`config.mk`:
```
export PLATFORM = sky130hd
export DESIGN_NAME = gbs_cell
export DESIGN_NICKNAME = d
export VERILOG_FILES = /design/src/sv/gbs_pkg.sv /design/src/sv/gbs_cell.sv
export SDC_FILE = /design/constraint.sdc
export NUM_CORES = 2
export LEC_CHECK = 0
export ABC_AREA = 1
export BUFFER_PORTS_ARGS = -buffer_cell sky130_fd_sc_hd__buf_2
export CAP_MARGIN = 20
export CORE_ASPECT_RATIO = 0.75
export CORE_UTILIZATION = 35
export CTS_CLUSTER_DIAMETER = 60
export DETAILED_ROUTE_END_ITERATION = 10
export PLACE_DENSITY = 0.52
export SKIP_CTS_REPAIR_TIMING = 1
export SLEW_MARGIN = 15
export SYNTH_ARGS = -nofsm -noshare
export SYNTH_HDL_FRONTEND = slang
export SYNTH_SLANG_ARGS = --single-unit
```
`constraint.sdc`:
```
create_clock -name clock -period 17.9 [get_ports clock]
set_input_delay 0.895 -clock clock [delete_from_list [all_inputs] [get_ports clock]]
set_output_delay 0.895 -clock clock [all_outputs]
set_load 0.02 [all_outputs]
```
`src/sv/gbs_pkg.sv`:
```
// shared types and constants of the greedy box suppression core
`default_nettype none

package gbs_pkg;

   // stream payload layout
   localparam int unsigned REQ_DATA_W       = 64;
   localparam int unsigned RSP_DATA_W       = 24;
   localparam int unsigned RSP_KEEP_BIT     = 0;
   localparam int unsigned RSP_NUMBER_LSB   = 1;
   localparam int unsigned RSP_NUMBER_MSB   = 16;
   localparam int unsigned RSP_OVERFLOW_BIT = 17;

   // iou threshold after reset, q0.16
   localparam logic [15:0] THRESHOLD_RESET = 16'd29491;

   // one box as it travels down the chain of cells
   typedef struct packed {
      logic               valid;
      logic signed [15:0] left;
      logic signed [15:0] top;
      logic [15:0]        width;
      logic [15:0]        height;
      logic [31:0]        area;
      logic               last;
      logic [15:0]        number;
      logic               suppressed;
      logic               stored;
   } gbs_item_type;

endpackage

`default_nettype wire

```
`src/sv/gbs_cell.sv`:
```
// one cell of the suppression chain: holds one kept box, tests passing boxes
`default_nettype none

module gbs_cell import gbs_pkg::*; (
   input  wire logic         clock,
   input  wire logic         reset,
   input  wire logic         advance,
   input  wire logic [15:0]  threshold,
   input  wire gbs_item_type item_in,
   output gbs_item_type      item_out
);

   // stored box
   logic               occupied_ff, occupied_in;
   logic signed [15:0] kept_left_ff;
   logic signed [15:0] kept_top_ff;
   logic [15:0]        kept_width_ff;
   logic [15:0]        kept_height_ff;
   logic [31:0]        kept_area_ff;

   // first half: intersection and union
   gbs_item_type s1_item_ff, s1_item_in;
   logic [31:0]  s1_inter_ff, s1_inter_in;
   logic [32:0]  s1_union_ff, s1_union_in;
   logic         s1_check_ff, s1_check_in;

   // second half: threshold test
   gbs_item_type out_ff, out_in;

   logic signed [17:0] new_right, kept_right, hi_x, lo_x, ext_x;
   logic signed [17:0] new_bottom, kept_bottom, hi_y, lo_y, ext_y;
   logic [15:0]        overlap_x, overlap_y;
   logic               take_slot;
   logic [48:0]        scaled_union, scaled_inter;

   always_comb begin
      new_right   = 18'(item_in.left) + signed'({2'b00, item_in.width});
      kept_right  = 18'(kept_left_ff) + signed'({2'b00, kept_width_ff});
      new_bottom  = 18'(item_in.top) + signed'({2'b00, item_in.height});
      kept_bottom = 18'(kept_top_ff) + signed'({2'b00, kept_height_ff});

      lo_x = (item_in.left > kept_left_ff) ? 18'(item_in.left) : 18'(kept_left_ff);
      hi_x = (new_right < kept_right) ? new_right : kept_right;
      lo_y = (item_in.top > kept_top_ff) ? 18'(item_in.top) : 18'(kept_top_ff);
      hi_y = (new_bottom < kept_bottom) ? new_bottom : kept_bottom;
      ext_x = hi_x - lo_x;
      ext_y = hi_y - lo_y;
      // extent never exceeds the narrower box, so 16 bits hold it
      overlap_x = (hi_x > lo_x) ? ext_x[15:0] : 16'd0;
      overlap_y = (hi_y > lo_y) ? ext_y[15:0] : 16'd0;

      s1_inter_in = 32'(overlap_x) * 32'(overlap_y);
      s1_union_in = {1'b0, item_in.area} + {1'b0, kept_area_ff} - {1'b0, s1_inter_in};
      s1_check_in = occupied_ff && !item_in.suppressed;

      // first free cell takes a surviving box
      take_slot = item_in.valid && !occupied_ff && !item_in.suppressed && !item_in.stored;
      s1_item_in        = item_in;
      s1_item_in.stored = item_in.stored || take_slot;

      occupied_in = occupied_ff;
      if (item_in.valid && item_in.last) begin
         occupied_in = 1'b0;
      end else if (take_slot) begin
         occupied_in = 1'b1;
      end

      scaled_union = 49'(threshold) * 49'(s1_union_ff);
      scaled_inter = {1'b0, s1_inter_ff, 16'd0};
      out_in            = s1_item_ff;
      out_in.suppressed = s1_item_ff.suppressed || (s1_check_ff && scaled_inter > scaled_union);
   end

   always_ff @(posedge clock) begin
      if (reset) begin
         occupied_ff      <= 1'b0;
         s1_item_ff.valid <= 1'b0;
         out_ff.valid     <= 1'b0;
      end else if (advance) begin
         occupied_ff <= occupied_in;
         s1_item_ff  <= s1_item_in;
         out_ff      <= out_in;
      end
   end

   always_ff @(posedge clock) begin
      if (advance) begin
         s1_inter_ff <= s1_inter_in;
         s1_union_ff <= s1_union_in;
         s1_check_ff <= s1_check_in;
         if (take_slot && !item_in.last) begin
            kept_left_ff   <= item_in.left;
            kept_top_ff    <= item_in.top;
            kept_width_ff  <= item_in.width;
            kept_height_ff <= item_in.height;
            kept_area_ff   <= item_in.area;
         end
      end
   end

   assign item_out = out_ff;

endmodule

`default_nettype wire

```
==> impl_metrics.py <==
metrics = {
    "outcome": {
        "outcome": "completed",
    },
    "global_routing": {
        "grt_use_total_pct": 20.1,
        "grt_pass1_vias": 36800,
        "grt_pass1_wl_microns": 218000,
        "antenna_found_initial": 5,
        "grt_max_degree": 69,
        "gr-total-overflow": 0,
    },
    "synthesis": {
        "synth_top_area_cell": "fa_1",
        "netlist_area_sq_mm": 0.0485,
        "synth.top_cells.by_area": "fa_1 27%, edfxtp_1 24%, ha_1 12%",
        "synth_fp_nets": 6706,
        "ys_ff_latch": 395,
        "ys.warnings.count": 0,
        "synth_compound_area_share_pct": 6.47,
        "synthMuxAreaShare_pct": 0,
        "synthArstFlopShare_pct": 0,
        "synth-edff-count": 392,
        "yosys.area_share.xor_xnor_pct": 3.13,
        "synth.distinct_cells": 65,
        "yosys.area_share.simple_pct": 15.7,
        "synth_top_family_by_area": "adder cells",
        "syn_avg_cell_area_sq_um": 8.89,
        "synth_top_cell_area_share_pct": 27.4,
        "syn_inst": 5451,
        "synthAdderAreaFrac_pct": 39.2,
        "ys_seq_area_share_pct": 24.4,
        "synthFlopType": "edfxtp_1",
    },
    "drt": {
        "vias": 36400,
        "routedWlPerCell_microns": 18.2,
        "final_antenna_net_count": 0,
        "drt-pass1-iter-count": 6,
        "drtIter0Drc": 2778,
        "via_per_inst": 4.85,
        "post-route-drc-count": 0,
        "routed_wl_microns": 137000,
    },
    "timing": {
        "fin_setup_tns_ps": 0,
        "slew_headroom_pct": 27.2,
        "max_freq_mhz": 64.5,
        "fin_crit_ps": 15510,
        "drv_slew": 0,
        "min_period_over_period_pct": 86.7,
        "finalHoldViolCount": 0,
        "tightest_slew_ps": 1080,
        "setup_violations": 0,
        "fin_skew_ps": 19.4,
        "rsz0062_at_grt": "false",
    },
    "min_path": {
        "hold_path.class": "register to register",
    },
    "place": {
        "place_inst": 7425,
        "postPlaceCellArea_sq_mm": 0.0516,
        "io_buffers": 250,
        "gp_congestion": 0.959,
        "dp_hpwl_microns": 114000,
    },
    "die": {
        "fp.dieW_microns": 432,
        "die-area_sq_mm": 0.140,
        "ios": 251,
        "coreArea_sq_mm": 0.137,
        "start_util_pct": 35.5,
        "die_y_microns": 324,
        "rows": 117,
    },
    "clock_tree": {
        "cts.sinks": 395,
        "tritoncts": "built",
        "cts_root_buffer": "clkbuf_16",
        "cts_buffers": 49,
        "clk_pin_slew_worst_paths_ps": 60,
        "h-tree-depth": 2,
        "clkLatencyLatePin_ps": 620,
        "clockBufferDepth": 3,
    },
    "setup_path": {
        "cp-end-kind": "register",
        "rr_worst_depth": 65,
        "critPathKind": "register to register",
        "slowest_delay_ps": 670,
        "required_ps": 18270,
        "r2r_slack_ps": 2390,
        "startpoint": "kept_left_ff[0]",
        "rr_startpoint": "kept_left_ff[0]",
        "path_max_fanout": 18,
        "crit_slowest_cell": "o21ai_0",
        "r2r-end": "s1_union_ff[31]",
        "startpoint_type": "register",
        "crit_top_cell": "nand2_1",
        "endpoint": "s1_union_ff[31]",
        "worstPathArrival_ps": 15880,
    },
    "layout": {
        "area_growth_syn_to_layout_pct": 9.95,
        "drive_above_1_share_pct": 8.27,
        "fin_nets": 6887,
        "final_cell_area_sq_mm": 0.0533,
        "final_cells": 7515,
    },
    "flow_run": {
        "cap_violations": 0,
    },
}
[cell type report]
cell class	count	area, sq um
diodes	1	2.50
clock buffers	58	1260
clock inverters	31	357
fillers	13800	83300
inverters	1234	4630
multi-input cells	3658	31300
flip-flops and latches	395	11800
well taps	1844	2310
repair buffers	294	1580
[placed cells by master, fill, tap and decap left out, types with 44 or more instances in the layout]
master     Yosys  layout
nand2_1     1188    1188
fa_1         664     664
ha_1         456     456
o21ai_0      136     136
a21oi_1      240     240
inv_1       1227    1227
edfxtp_1     392     392
clkbuf_16      0      49
nand3_1      152     152
buf_4          6      45
xnor2_1       65      65
buf_2          5     249
xor2_1       108     108
nor2_1       314     313
a31oi_1       44      44
[critical path, delay by kind of cell (launching register included)]
| kind | cells | cell delay (ps) |
|---|---|---|
| AND/OR/NAND/NOR | 25 | 3400 |
| XOR/XNOR | 1 | 170 |
| adder cells (fa/ha/maj) | 13 | 5450 |
| AO/OA/AOI/OAI | 18 | 4920 |
| buffers and inverters | 8 | 850 |
| flip-flops | 1 | 450 |
[through the flow]
step           setup WS [ps]  hold WS, ps  util, %
2_1_floorplan           5020          400        -
3_3_place_gp            2760          401     37.8
3_5_place_dp            2470          405     37.8
4_1_cts                 2780          384     39.0
5_1_grt                 1440          395     39.0
6_report                2390          415     39.0
[Yosys cell counts, types with 16 or more instances]
| library cell | count |
|---|---|
| xnor2_1 | 65 |
| nand2_1 | 1188 |
| o21bai_1 | 16 |
| edfxtp_1 | 392 |
| inv_1 | 1227 |
| nand4_1 | 33 |
| nand2_2 | 22 |
| a21o_1 | 23 |
| a21oi_1 | 240 |
| o21ai_0 | 136 |
| a31oi_1 | 44 |
| ha_1 | 456 |
| clkbuf_1 | 146 |
| nand3_1 | 152 |
| nor2_1 | 314 |
| xor2_1 | 108 |
| fa_1 | 664 |
| nor3_1 | 33 |
[flip-flops by register name (all words and copies together), names as in the netlist]
register        cells
item_out          116
kept_area_ff       32
occupied_ff         1
kept_height_ff     16
kept_left_ff       16
s1_union_ff        33
out_in            115
s1_item_ff          1
s1_inter_ff        32
kept_top_ff        16
s1_check_ff         1
kept_width_ff      16
[how the worst min path moves through the flow]
stage | start | end | slack [ps] | cells after the start
after floorplan | out_in[0] | item_out[0] | 400 | 0
after global placement | out_in[9] | item_out[9] | 400 | 0
after detailed placement | out_in[107] | item_out[107] | 400 | 0
after CTS | item_in[15] | out_in[15] | 380 | 1
after global routing | item_in[5] | out_in[5] | 390 | 1
final | out_in[71] | item_out[71] | 410 | 0
[metal layers]
layer | vias to the layer above | track usage (%) | share of wire, %
met5 | - | 0.444 | 0.066
met4 | 2 | 4.52 | 2.2
met3 | 121 | 3.45 | 7.1
met2 | 1055 | 27.2 | 38
met1 | 18000 | 32.5 | 53
li1 | 17300 | - | -
[cell families (layout without fill, tap and decap cells)]
kind of cell | count (synthesis) | in the layout
XOR/XNOR | 173 | 173
adder cells (fa/ha/maj) | 1120 | 1120
AO/OA/AOI/OAI | 544 | 544
buffers and inverters | 1398 | 1617
AND/OR/NAND/NOR | 1821 | 1821
other | 0 | 1
flip-flops | 395 | 395
Power is not shown: default switching activity piles up to over one toggle a cycle in this logic, so the estimate is an artifact.
